File: src/pip_pkg.sv
`default_nettype none

package pip_pkg;

  // Storage and coordinate format
  localparam int MAX_VERTICES = 64;
  localparam int COORD_BITS   = 16;

  // Fixed field widths
  localparam int VIDX_W     = 6;
  localparam int VCOUNT_W   = 7;
  localparam int RAYLEN_W   = 15;
  localparam int CROSS_W    = 7;
  localparam int CFG_IDX_W  = 1;
  localparam int CFG_DATA_W = 15;
  localparam int CROSS_MAX  = 127;

  // Register reset values
  localparam logic [VCOUNT_W-1:0] VCOUNT_RESET = VCOUNT_W'(6);
  localparam logic [RAYLEN_W-1:0] RAYLEN_RESET = RAYLEN_W'(25600);

  // Step and crossing counters run 0..MAX_VERTICES
  localparam int CNT_W = $clog2(MAX_VERTICES + 1);
  localparam int NW    = (CNT_W > VCOUNT_W) ? CNT_W : VCOUNT_W;

  // Edge arithmetic widths: differences, products, side values
  localparam int DW  = COORD_BITS + 1;
  localparam int PW  = 2 * DW;
  localparam int DPW = PW + 1;
  localparam int LSW = RAYLEN_W + 1;
  localparam int PLW = DW + LSW;
  localparam int RW  = ((DPW > PLW) ? DPW : PLW) + 1;

  // Item kinds
  localparam logic KIND_WRITE = 1'b0;
  localparam logic KIND_QUERY = 1'b1;

  // Register indexes
  typedef enum logic [CFG_IDX_W-1:0] {
    CFG_VERTEX_COUNT = 1'b0,
    CFG_RAY_LENGTH   = 1'b1
  } cfg_reg_t;

  typedef struct packed {
    logic                         kind;
    logic [VIDX_W-1:0]            vertex_index;
    logic signed [COORD_BITS-1:0] coord_x;
    logic signed [COORD_BITS-1:0] coord_y;
  } in_item_t;

  typedef struct packed {
    logic               inside_res;
    logic [CROSS_W-1:0] crossings;
  } out_item_t;

  typedef struct packed {
    logic signed [COORD_BITS-1:0] x;
    logic signed [COORD_BITS-1:0] y;
  } vertex_t;

  // Sequencer to edge unit: one edge to test, and end of sweep
  typedef struct packed {
    logic edge_valid;
    logic done;
  } edge_tag_t;

  // Edge unit to sequencer: verdict for one edge, and end of sweep
  typedef struct packed {
    logic edge_valid;
    logic hit;
    logic done;
  } edge_res_t;

endpackage

`default_nettype wire

File: src/pip_edge.sv
`default_nettype none

module pip_edge import pip_pkg::*; (
  input  logic                         clk,
  input  logic                         rst_n,
  input  edge_tag_t                    tag,
  input  vertex_t                      v1,
  input  vertex_t                      v2,
  input  logic signed [COORD_BITS-1:0] px,
  input  logic signed [COORD_BITS-1:0] py,
  input  logic [RAYLEN_W-1:0]          len,
  output edge_res_t                    res
);

  edge_tag_t s1_tag_r, s2_tag_r, s3_tag_r, s4_tag_r;
  edge_res_t res_r;

  logic signed [DW-1:0]  s1_dy_nxt, s1_dx_nxt, s1_ex_nxt, s1_ey_nxt, ey2;
  logic signed [DW-1:0]  s1_dy_r, s1_dx_r, s1_ex_r, s1_ey_r;
  logic signed [DW-1:0]  s2_dy_r, s2_dx_r, s2_ey_r;
  logic signed [DW-1:0]  s3_dy_r;
  logic signed [PW-1:0]  s2_pa_nxt, s2_pa_r, prod_b;
  logic signed [DPW-1:0] s3_dp_nxt, s3_dp_r, s4_dp_r;
  logic signed [LSW-1:0] len_s;
  logic signed [PLW-1:0] prod_l;
  logic signed [RW-1:0]  s4_dr_nxt, s4_dr_r;
  logic                  s1_ssy_nxt, s1_ssy_r, s2_ssy_r, s3_ssy_r, s4_ssy_r;
  logic                  ey_pos, ey_neg, ey2_pos, ey2_neg;
  logic                  dp_pos, dp_neg, dr_pos, dr_neg, hit_nxt;

  // Stage 1: coordinate differences and the sides of the edge ends against the ray line
  assign s1_dy_nxt = DW'(v2.y) - DW'(v1.y);
  assign s1_dx_nxt = DW'(v2.x) - DW'(v1.x);
  assign s1_ex_nxt = DW'(px) - DW'(v1.x);
  assign s1_ey_nxt = DW'(py) - DW'(v1.y);
  assign ey2       = DW'(py) - DW'(v2.y);

  assign ey_neg  = s1_ey_nxt[DW-1];
  assign ey_pos  = !s1_ey_nxt[DW-1] && (|s1_ey_nxt);
  assign ey2_neg = ey2[DW-1];
  assign ey2_pos = !ey2[DW-1] && (|ey2);

  // A zero-length ray puts every side value at zero
  assign s1_ssy_nxt = (len != '0) && ((ey_pos && ey2_pos) || (ey_neg && ey2_neg));

  // Stage 2: first cross-product term
  assign s2_pa_nxt = PW'(s1_dy_r) * PW'(s1_ex_r);

  // Stage 3: side of the ray start against the edge line
  assign prod_b    = PW'(s2_dx_r) * PW'(s2_ey_r);
  assign s3_dp_nxt = DPW'(s2_pa_r) - DPW'(prod_b);

  // Stage 4: side of the ray end, start value moved along by the ray length
  assign len_s     = signed'({1'b0, len});
  assign prod_l    = PLW'(s3_dy_r) * PLW'(len_s);
  assign s4_dr_nxt = RW'(s3_dp_r) + RW'(prod_l);

  // Stage 5: both tests must see the ends on opposite sides, or touching
  assign dp_neg  = s4_dp_r[DPW-1];
  assign dp_pos  = !s4_dp_r[DPW-1] && (|s4_dp_r);
  assign dr_neg  = s4_dr_r[RW-1];
  assign dr_pos  = !s4_dr_r[RW-1] && (|s4_dr_r);
  assign hit_nxt = !s4_ssy_r && !((dp_pos && dr_pos) || (dp_neg && dr_neg));

  // Advance the tags; clear on reset
  always_ff @(posedge clk) begin
    if (!rst_n) begin
      s1_tag_r <= '0;
      s2_tag_r <= '0;
      s3_tag_r <= '0;
      s4_tag_r <= '0;
      res_r    <= '0;
    end else begin
      s1_tag_r         <= tag;
      s2_tag_r         <= s1_tag_r;
      s3_tag_r         <= s2_tag_r;
      s4_tag_r         <= s3_tag_r;
      res_r.edge_valid <= s4_tag_r.edge_valid;
      res_r.done       <= s4_tag_r.done;
      res_r.hit        <= hit_nxt;
    end
  end

  // Advance the arithmetic
  always_ff @(posedge clk) begin
    s1_dy_r  <= s1_dy_nxt;
    s1_dx_r  <= s1_dx_nxt;
    s1_ex_r  <= s1_ex_nxt;
    s1_ey_r  <= s1_ey_nxt;
    s1_ssy_r <= s1_ssy_nxt;

    s2_pa_r  <= s2_pa_nxt;
    s2_dy_r  <= s1_dy_r;
    s2_dx_r  <= s1_dx_r;
    s2_ey_r  <= s1_ey_r;
    s2_ssy_r <= s1_ssy_r;

    s3_dp_r  <= s3_dp_nxt;
    s3_dy_r  <= s2_dy_r;
    s3_ssy_r <= s2_ssy_r;

    s4_dr_r  <= s4_dr_nxt;
    s4_dp_r  <= s3_dp_r;
    s4_ssy_r <= s3_ssy_r;
  end

  assign res = res_r;

endmodule

`default_nettype wire

File: config.mk
export PLATFORM = sky130hd
export DESIGN_NAME = pip_edge
export DESIGN_NICKNAME = d
export VERILOG_FILES = /design/src/pip_pkg.sv /design/src/pip_edge.sv
export SDC_FILE = /design/constraint.sdc
export NUM_CORES = 2
export LEC_CHECK = 0
export ABC_AREA = 1
export BUFFER_PORTS_ARGS = -buffer_cell sky130_fd_sc_hd__buf_2
export CAP_MARGIN = 15
export CORE_ASPECT_RATIO = 0.75
export CORE_MARGIN = 8
export CORE_UTILIZATION = 30
export CTS_CLUSTER_DIAMETER = 120
export DETAILED_ROUTE_END_ITERATION = 16
export PLACE_DENSITY = 0.46
export REMOVE_ABC_BUFFERS = 1
export SYNTH_ARGS = -nofsm -noshare
export SYNTH_HDL_FRONTEND = slang
export SYNTH_SLANG_ARGS = --single-unit
File: constraint.sdc
create_clock -name clk -period 8.75 [get_ports clk]
set_input_delay 0.875 -clock clk [delete_from_list [all_inputs] [get_ports clk]]
set_output_delay 0.875 -clock clk [all_outputs]
set_load 0.01 [all_outputs]
==> impl_metrics.csv <==
group,metric,value,unit
outcome,status,"finished clean",
run,drv_cap,0,
routing,vias,33400,
layout,final_cell_mix,"1,801 x inv_1, 1,244 x nand2_1, 934 x fa_1, 358 x ha_1, 291 x dfxtp_1",
sta,setup-violations-final,0,
sta,period_share,0.771,
layout,fillers,16300,
floorplanning,start_util,0.301,
hold_path,min_to,"s2_ey_r[16]",
global_routing,gr-usage-all-layers,0.152,
floorplanning,die-width,470,um
sta,max_freq,0.148,GHz
clocking,cts_setup_buffers,0,
routing,post-route-drc-count,0,
sta,slew_violations,0,
worst_setup_path,rrSetupSlack,2000,ps
synth,ys.flop_type,"dfxtp_1",
synth,synthCells,5678,
synth,syn_area,0.0464,sq mm
floorplanning,core-area,0.154,sq mm
placed_design,port_buffers,117,
sta,hold_ws,317,ps
clocking,cts-resized-gates,0,
hold_path,min_from,"s1_ey_r[16]",
placed_design,dpl.hpwl,108000,um
global_routing,grt_pass1_vias,36100,
floorplanning,io_pins,118,
worst_setup_path,critPathMaxFanout,17,
synth,synth.distinct_cells,55,
worst_setup_path,required,9230,ps
hold_path,hold_class,"flop to flop",
routing,routedWlPerCell,16.1,um
sta,worst_pin_slew,1110,ps
placed_design,gp_congestion,0.880,
sta,rsz0062_at_grt,"no",
sta,finClkSkew,55.1,ps
sta,fin_tns_setup,0,ps
floorplanning,dieArea,0.168,sq mm
worst_setup_path,reg2reg_depth,18,
worst_setup_path,critPathArrivalTime,7230,ps
clocking,root_buffer,"clkbuf_16",
layout,utilization,0.326,
global_routing,grt.overflow.total,0,
floorplanning,die_height,356,um
placed_design,placedCellCount,7669,
sta,maxSlewHeadroom,0.258,
global_routing,grt_max_degree,20,
synth,avgSynthCellArea,8.17,sq um
worst_setup_path,startpoint_type,"flop",
synth,synthArstFlopShare,0,
synth,synth_edf_count,0,
synth,ys_seq_elements,291,
worst_setup_path,reg2reg_to,"s3_dp_r[28]",
layout,drive_above_1_share,0.0442,
floorplanning,row_count,125,
synth,synth_warnings,0,
sta,timing.final.crit_period,6750,ps
clocking,cts-buffers-inserted,36,
worst_setup_path,r2r-start,"s2_dx_r[16]",
layout,layout.cells.non_filler,7735,
hold_path,holdPathStages,0,
routing,drt_wl_total,124000,um
clocking,cts_tree,"yes",
layout,layout_commonest_cell,"inv_1",
routing,vias_per_cell,4.32,
synth,ys_seq_area_frac,0.126,
sta,hold_violations,0,
worst_setup_path,cp-end-kind,"flop",
clocking,clk_path_buf_depth,3,
routing,ant_nets,0,
global_routing,grt_pass1_wl,204000,um
clocking,clock_sinks,291,
layout,syn2layout_area_growth,8.52,%
clocking,postCtsHoldBufs,0,
clocking,cts.clk_slew.worst_paths,60,ps
clocking,htreeDepth,2,
routing,drt_pass1_iterations,5,
global_routing,antenna_found_initial,0,
layout,nets,7082,
clocking,clock_latency,590,ps
routing,drt_iter0_drc,1890,
worst_setup_path,crit_type,"flop to flop",
-- registers in the layout, indices dropped and copies added, names as in the netlist, 34 cells and up --
register  cells
s4_dp_r      35
s2_pa_r      34
s4_dr_r      36
s3_dp_r      35
-- layer usage --
layer  vias up  part of all wire  global-route usage  wire (um)
li1      16100                 -                   -          -
met1     16500              0.52               0.231      64300
met2       688              0.43               0.238      52900
met3        89             0.046              0.0165       5670
met4         0             0.012              0.0205       1530
met5         -                 0                   0          0
-- stage by stage --
| stage | setup WS, ps | cell area [sq um] |
|---|---|---|
| finish | 2000 | 50300 |
| floorplan | 2860 | 45700 |
| detailed placement | 1950 | 49000 |
| global route | 1560 | 50300 |
| global placement | 1810 | 49000 |
| CTS | 1960 | 50300 |
-- cells in the mapped netlist, drive strengths merged (11+ instances only) --
library cell	instances	share of area
nor2	166	0.014
dfxtp	291	0.13
nor3	25	0.0028
xnor2	59	0.011
clkbuf	172	0.014
o21bai	14	0.0028
nor4	26	0.0035
fa	934	0.40
a21boi	13	0.0023
nand4	30	0.0040
xor2	105	0.020
inv	1802	0.15
nand3	79	0.0086
a21o	16	0.0028
ha	358	0.097
o21ai	86	0.0098
nand2	1251	0.10
a21oi	170	0.019
o21a	11	0.0018
-- worst max-delay path: stages (launching register included) --
cell and delay (ps):
dfxtp_1 830, nand2_1 200, inv_1 170, fa_1 510
fa_1 540, inv_1 440, fa_1 530, fa_1 490
fa_1 540, inv_1 50, fa_1 470, inv_1 40
ha_1 420, nand2_1 170, nor4_1 560, o21ai_0 220
nand3_1 180, a21oi_1 110, xnor2_1 190
-- cell type report --
class	count	area (sq um)	share of cell area
clock buffer	43	998	0.0198
clock inverter	22	328	0.00651
inverter	1802	6760	0.134
antenna	1	2.50	0.0000497
timing repair buffer	141	766	0.0152
sequential	291	5830	0.116
tap	2032	2540	0.0505
multi-input combinational	3403	33100	0.658
-- worst max-delay path by stage --
| stage | startpoint | end | slack, ps | cells after the start |
|---|---|---|---|---|
| 2_1_floorplan | len[1] | s4_dr_r[35] | 2860 | 19 |
| 3_3_place_gp | s2_ey_r[0] | s3_dp_r[28] | 1810 | 18 |
| 3_5_place_dp | s2_dx_r[16] | s3_dp_r[28] | 1950 | 18 |
| 4_1_cts | s2_dx_r[16] | s3_dp_r[28] | 1960 | 18 |
| 5_1_grt | s2_ey_r[0] | s3_dp_r[32] | 1560 | 20 |
| 6_report | s2_dx_r[16] | s3_dp_r[28] | 2000 | 18 |
-- logic make-up after synthesis --
kind of cell / Yosys count / share of synthesized area
flip-flops: 291 / 0.126
adder cells (fa/ha/maj): 1292 / 0.500
AND/OR/NAND/NOR: 1601 / 0.138
XOR/XNOR: 164 / 0.0311
AO/OA/AOI/OAI: 346 / 0.0451
buffers and inverters: 1984 / 0.161
Power is left out: the tool's default activity adds up to more than one toggle a clock period on the data nets, which glitch-free logic cannot reach.
