### config.mk
export PLATFORM = sky130hd
export DESIGN_NAME = pip_cell
export DESIGN_NICKNAME = d
export VERILOG_FILES = /design/src/pip_pkg.sv /design/src/pip_cell.sv
export SDC_FILE = /design/constraint.sdc
export NUM_CORES = 1
export LEC_CHECK = 0
export ABC_CLOCK_PERIOD_IN_PS = 2300
export BUFFER_PORTS_ARGS = -buffer_cell sky130_fd_sc_hd__buf_4
export CAP_MARGIN = 20
export CORE_MARGIN = 2
export CORE_UTILIZATION = 32
export DETAILED_ROUTE_END_ITERATION = 7
export GPL_TIMING_DRIVEN = 0
export SLEW_MARGIN = 20
export SYNTH_ARGS = -nofsm -noshare
export SYNTH_HDL_FRONTEND = slang
export SYNTH_SLANG_ARGS = --single-unit
### constraint.sdc
create_clock -name clk -period 2.3 [get_ports clk]
set_input_delay 0.345 -clock clk [delete_from_list [all_inputs] [get_ports clk]]
set_output_delay 0.345 -clock clk [all_outputs]
set_load 0.02 [all_outputs]
### src/pip_pkg.sv
`default_nettype none

package pip_pkg;

  // Storage and coordinate format
  localparam int MAX_VERTICES = 64;
  localparam int COORD_BITS   = 16;

  // Fixed field widths
  localparam int VIDX_W     = 6;
  localparam int VCOUNT_W   = 7;
  localparam int RAYLEN_W   = 15;
  localparam int CROSS_W    = 7;
  localparam int CFG_IDX_W  = 1;
  localparam int CFG_DATA_W = 15;
  localparam int CROSS_MAX  = 127;

  // Register reset values
  localparam logic [VCOUNT_W-1:0] VCOUNT_RESET = VCOUNT_W'(6);
  localparam logic [RAYLEN_W-1:0] RAYLEN_RESET = RAYLEN_W'(25600);

  // Step and crossing counters run 0..MAX_VERTICES
  localparam int CNT_W = $clog2(MAX_VERTICES + 1);
  localparam int NW    = (CNT_W > VCOUNT_W) ? CNT_W : VCOUNT_W;

  // Edge arithmetic widths: differences, products, side values
  localparam int DW  = COORD_BITS + 1;
  localparam int PW  = 2 * DW;
  localparam int DPW = PW + 1;
  localparam int LSW = RAYLEN_W + 1;
  localparam int PLW = DW + LSW;
  localparam int RW  = ((DPW > PLW) ? DPW : PLW) + 1;

  // Item kinds
  localparam logic KIND_WRITE = 1'b0;
  localparam logic KIND_QUERY = 1'b1;

  // Register indexes
  typedef enum logic [CFG_IDX_W-1:0] {
    CFG_VERTEX_COUNT = 1'b0,
    CFG_RAY_LENGTH   = 1'b1
  } cfg_reg_t;

  typedef struct packed {
    logic                         kind;
    logic [VIDX_W-1:0]            vertex_index;
    logic signed [COORD_BITS-1:0] coord_x;
    logic signed [COORD_BITS-1:0] coord_y;
  } in_item_t;

  typedef struct packed {
    logic               inside_res;
    logic [CROSS_W-1:0] crossings;
  } out_item_t;

  typedef struct packed {
    logic signed [COORD_BITS-1:0] x;
    logic signed [COORD_BITS-1:0] y;
  } vertex_t;

  // Sequencer to edge unit: one edge to test, and end of sweep
  typedef struct packed {
    logic edge_valid;
    logic done;
  } edge_tag_t;

  // Edge unit to sequencer: verdict for one edge, and end of sweep
  typedef struct packed {
    logic edge_valid;
    logic hit;
    logic done;
  } edge_res_t;

endpackage

`default_nettype wire

### src/pip_cell.sv
`default_nettype none

module pip_cell import pip_pkg::*; (
  input  logic    clk,
  input  logic    load,
  input  logic    shift,
  input  vertex_t load_v,
  input  vertex_t next_v,
  output vertex_t v
);

  vertex_t v_r;

  // Take a written vertex, or the neighbour's vertex while the ring turns
  always_ff @(posedge clk) begin
    if (load) begin
      v_r <= load_v;
    end else if (shift) begin
      v_r <= next_v;
    end
  end

  assign v = v_r;

endmodule

`default_nettype wire

==> out/qor.yml, run 1 <==
logic_synthesis:
  syn_inst: 69
  synth_fp_nets: 136
  ys_warn_count: 0
  netlist_area_sq_um: 1508
  synth_cell_types: 6
  synth_area_per_cell_sq_um: 21.85
  seq_area_frac_synth: 0.6373
  ys_ff_latch: 32
min_path:
  min_path_type: "primary input to flip-flop"
pwr:
  internal_power_mw: 1.135
  sequentialPowerShare: 0.487
  p_leak_nw: 1.118
  p_per_area_nw_per_um2: 634.8
  peakVddDrop_mv: 0.2124
  p_clk_frac: 0.262
  combPwrFrac: 0.251
  p_switching_mw: 0.3739
  p_sw_frac: 0.2478
worst_setup_path:
  crit_fanout: 32
  worstPathCellList: "buf_6 > buf_12 > or2_2"
  path_buf_inv: 2
  crit_type: "primary input to flip-flop"
  endpoint_kind: "flip-flop"
  critPathRequiredTime_ns: 2.21
  cp_slowest_stage_delay_ns: 0.60
  arrival_ns: 1.23
  cp-start-kind: "primary input"
  crit_family: "simple AND/OR/NAND/NOR gates"
  critPathSlowestCell: "or2_2"
detailed_routing:
  remaining_drc_errors: 0
  postRouteAntennaNets: 0
  wire_per_inst_microns: 15.68
  dr.pass1.iters: 4
  finalWirelength_microns: 3528
  drt_iter0_markers: 48
  via_count: 1001
  viasPerCell: 4.449
sta:
  grt_setup_unrepaired: "no"
  fmax_ghz: 0.7529
  final.setup.tns_ns: 0
  fin_ws_ns: 0.9718
  timing.hold.ws_ns: 0.3652
  post-route-min-period_ns: 1.328
  slew_headroom: 0.5085
  hold_viol_final: 0
  period_share: 0.5775
  worst_pin_slew_ns: 0.7373
  setup_violations: 0
  slew_violations: 0
clock_tree:
  cts_resized: 0
  cts_hold_buf: 0
  clock-sinks: 32
  cts_root_buffer: "clkbuf_8"
  clk_pin_slew_ns: 0.06
  cts_tree: "done"
  cts_htree_levels: 2
  post_cts_buffers: 0
  numCtsBuffers: 5
  clockBufferDepth: 2
floorplan:
  dieArea_sq_um: 5277
  io_pins: 99
  die_x_microns: 72.64
  die_y_microns: 72.64
  core_area_sq_um: 4444
  start_util: 0.3392
  rows: 24
layout:
  fillers: 372
  syn_to_final_growth_pct: 57.68
  final_cell_area_sq_um: 2377
  n_antenna_cell: 0
  drive_above_1_share: 0.8035
  nets: 240
  largest_reg_flops: 32
global_routing:
  grt.total_usage: 0.1371
  grt_pass1_wl_microns: 5326
  grt_antenna_before_repair: 0
  grt_pass1_vias: 1073
  grt-ovfl-total: 0
  grt_max_degree: 33
job:
  drv_cap: 0
placement:
  dp_slack_ns: 0.6412
  io_buffer_count: 97
  postPlaceCellArea_sq_um: 2301
  gp_congestion: 0.7354
run_status:
  status: "finished clean"
## layer usage
| layer | part of all wire | vias to the layer above | global-route usage |
|---|---|---|---|
| met2 | 0.56 | 55 | 0.2414 |
| met4 | 0.022 | 0 | 0.07819 |
| met1 | 0.35 | 465 | 0.1472 |
| met5 | 0 | - | 0 |
| li1 | - | 474 | - |
| met3 | 0.067 | 7 | 0.03729 |
## final cells by class
| type | instances | area [sq um] | area share |
|---|---|---|---|
| buffer | 4 | 71.32 | 0.03000 |
| timing repair buffer | 97 | 728.2 | 0.3063 |
| multi-input combinational | 33 | 475.5 | 0.2000 |
| clock buffer | 5 | 68.82 | 0.02895 |
| sequential | 32 | 960.9 | 0.4042 |
| clock inverter | 2 | 7.507 | 0.003158 |
| tap | 52 | 65.06 | 0.02737 |
## cell usage in the layout, fill, tap and decap left out, drive strengths merged
cell,count
buf,101
edfxtp,32
mux2,32
clkbuf,5
clkinv,2
or2,1
## cell families after synthesis
family,share of synthesized area
multiplexers,0.3112
flip-flops,0.6373
buffers and inverters,0.04730
AND/OR/NAND/NOR,0.004152
## power groups by stage
stage               combinational (mW)  sequential [mW]  clock, mW
floorplan                        0.103            0.831          0
global placement                 0.378            0.746          0
detailed placement               0.384            0.748          0
CTS                              0.385            0.736      0.405
global route                     0.399            0.742      0.430
finish                           0.379            0.734      0.396
## synth_stat cells, drive strengths merged
master,count,area (sq um)
edfxtp,32,960.9
mux2,32,469.2
buf,4,71.32
or2,1,6.260
## path summary, 6_finish.rpt
path  slack, ns  depth (start not counted)      start  endpoint
min        0.37                          2  load_v[2]      v[2]
max        0.97                          3       load     v[13]
## stage by stage
| step | total power, mW | std cells | utilization |
|---|---|---|---|
| floorplan | 0.9347 | 69 | - |
| detailed placement | 1.132 | 218 | 0.5177 |
| finish | 1.509 | 225 | 0.5349 |
| CTS | 1.526 | 225 | 0.5349 |
| global placement | 1.124 | 218 | 0.5177 |
| global route | 1.571 | 225 | 0.5349 |
Power figures use the tool's default switching activity.
==> run 2, diff against run 1 <==
--- a/config.mk
+++ b/config.mk
@@ -5,13 +5,14 @@
 export SDC_FILE = /design/constraint.sdc
 export NUM_CORES = 1
 export LEC_CHECK = 0
-export ABC_CLOCK_PERIOD_IN_PS = 2300
+export ABC_CLOCK_PERIOD_IN_PS = 1100
 export BUFFER_PORTS_ARGS = -buffer_cell sky130_fd_sc_hd__buf_4
 export CAP_MARGIN = 20
 export CORE_MARGIN = 2
 export CORE_UTILIZATION = 32
 export DETAILED_ROUTE_END_ITERATION = 7
 export GPL_TIMING_DRIVEN = 0
+export PLACE_DENSITY = 0.66
 export SLEW_MARGIN = 20
 export SYNTH_ARGS = -nofsm -noshare
 export SYNTH_HDL_FRONTEND = slang
==> constraint.sdc (replaced) <==
create_clock -name clk -period 1.1 [get_ports clk]
set_input_delay 0.165 -clock clk [delete_from_list [all_inputs] [get_ports clk]]
set_output_delay 0.165 -clock clk [all_outputs]
set_load 0.02 [all_outputs]
==> out/qor.yml, run 2 (same netlist as run 1, synthesis figures left out) <==
run_status:
  status: "finished clean"
sta:
  hold_viol_final: 0  # unchanged
  worst_pin_slew_ns: 0.4464  # -0.2909 ns
  fin_ws_ns: 0.1123  # -0.8594 ns
  post-route-min-period_ns: 0.9877
  grt_setup_unrepaired: "no"
  period_share: 0.8979
  slew_headroom: 0.7024  # +0.1939
  fmax_ghz: 1.013
  final.setup.tns_ns: 0  # unchanged
  slew_violations: 0  # unchanged
  setup_violations: 0  # unchanged
clock_tree:
  numCtsBuffers: 5  # unchanged
  clock-sinks: 32  # unchanged
  cts_hold_buf: 0  # unchanged
  cts_tree: "done"
  clockBufferDepth: 2  # unchanged
  cts_htree_levels: 2  # unchanged
  clk_pin_slew_ns: 0.07  # about the same
  cts_resized: 0  # unchanged
  cts_root_buffer: "clkbuf_8"
  post_cts_buffers: 0  # unchanged
worst_setup_path:
  crit_cells: 1  # -2
  crit_fanout: 1  # -97%
  worstPathCellList: "buf_4"
  path_buf_inv: 1  # -1
  arrival_ns: 0.82  # -0.41 ns
  critPathSlowestCell: "edfxtp_1"
  critPathRequiredTime_ns: 0.94  # -1.27 ns
  endpoint_kind: "output pin"
  crit_type: "flip-flop to output pin"
  cp_slowest_stage_delay_ns: 0.38  # -0.22 ns
  crit_family: "flip-flops"
  cp-start-kind: "flip-flop"
layout:
  nets: 240  # unchanged
  final_core_util: 0.5363  # +0.001408
  syn_to_final_growth_pct: 58.09
  largest_reg_flops: 32  # unchanged
  final-seq-area_sq_um: 960.9  # unchanged
  drive_above_1_share: 0.7989  # -0.004618
  final_common_cell: "buf_4"
  multi_input_area_sq_um: 478.0  # +0.53%
  final_cell_mix: "buf_4 (97), edfxtp_1 (32), mux2_4 (29)"
  n_antenna_cell: 0  # unchanged
  fillers: 386  # +3.8%
floorplan:
  start_util: 0.3392  # unchanged
  die_x_microns: 72.64  # unchanged
  dieArea_sq_um: 5277  # unchanged
  core_area_sq_um: 4444  # unchanged
  io_pins: 99  # unchanged
  rows: 24  # unchanged
  die_y_microns: 72.64  # unchanged
pwr:
  p_leak_nw: 1.119  # +0.15%
  peakVddDrop_mv: 0.5724  # +170%
  p_per_area_nw_per_um2: 1329  # +110%
detailed_routing:
  viasPerCell: 4.447  # about the same
  drt_iter0_markers: 29  # -40%
  postRouteAntennaNets: 0  # unchanged
  via_count: 1005  # +0.40%
  dr.pass1.iters: 4  # unchanged
  wire_per_inst_microns: 14.96  # -4.6%
  remaining_drc_errors: 0  # unchanged
  finalWirelength_microns: 3382  # -4.1%
min_path:
  whs_endpoint: "v[8]"
  min_path_type: "primary input to flip-flop"
  hold_start: "load_v[8]"
  hold_depth: 2  # unchanged
placement:
  dp_slack_ns: -0.1679  # -0.8091 ns
  dp_hpwl_microns: 2604
  gp_congestion: 0.6785  # -7.7%
  io_buffer_count: 97  # unchanged
global_routing:
  grt_max_degree: 33  # unchanged
  grt_antenna_before_repair: 0  # unchanged
  grt_pass1_vias: 1019  # -5.0%
  grt_pass1_wl_microns: 5009  # -6.0%
  grt.total_usage: 0.1296  # -0.007538
  grt-ovfl-total: 0  # unchanged
job:
  drv_cap: 0  # unchanged
[run 2: cell types whose count changed in the layout (fill, tap and decap cells not counted), sizes merged]
cell / previous run / this run
clkbuf: 5 / 7
clkinv: 2 / 1
[run 2: how the worst max path moves through the flow]
stage            end  start  slack (ns)
3_5_place_dp    v[1]   load       -0.17
5_1_grt        v[11]  v[11]        0.08
6_report        v[9]   v[9]        0.11
3_3_place_gp    v[6]   load       -0.13
2_1_floorplan   v[0]   load       0.006
4_1_cts        v[18]  v[18]        0.10
[run 2: layer usage]
| layer | up-vias | track usage | share of wire |
|---|---|---|---|
| met5 | - | 0 | 0 |
| met4 | 0 | 0.05556 | 0.018 |
| met3 | 6 | 0.05249 | 0.11 |
| met2 | 66 | 0.2121 | 0.52 |
| met1 | 458 | 0.1501 | 0.36 |
| li1 | 475 | - | - |
[run 2: area by class of cell]
type	instances	area share
clock buffers	7	0.03202
repair buffers	97	0.3055
clock inverters	1	0.001575
flip-flops and latches	32	0.4031
plain buffers	4	0.02992
multi-input cells	33	0.2005
well taps	52	0.02730
[run 2: per-stage QoR]
step	cell area [sq um]	total power, mW	hold slack, ns	instances
6_report	2384	3.168	0.1835	226
5_1_grt	2384	3.322	0.1726	226
4_1_cts	2384	3.210	0.1757	226
3_5_place_dp	2303	2.363	0.4691	218
3_3_place_gp	2303	2.346	0.4656	218
2_1_floorplan	1510	1.955	0.3825	69
[run 2: report_power, final]
group / internal, mW / leakage, nW / switching (mW)
clock network: 0.440 / 0.0399 / 0.401
logic: 0.459 / 0.754 / 0.334
registers: 1.50 / 0.326 / 0.0358
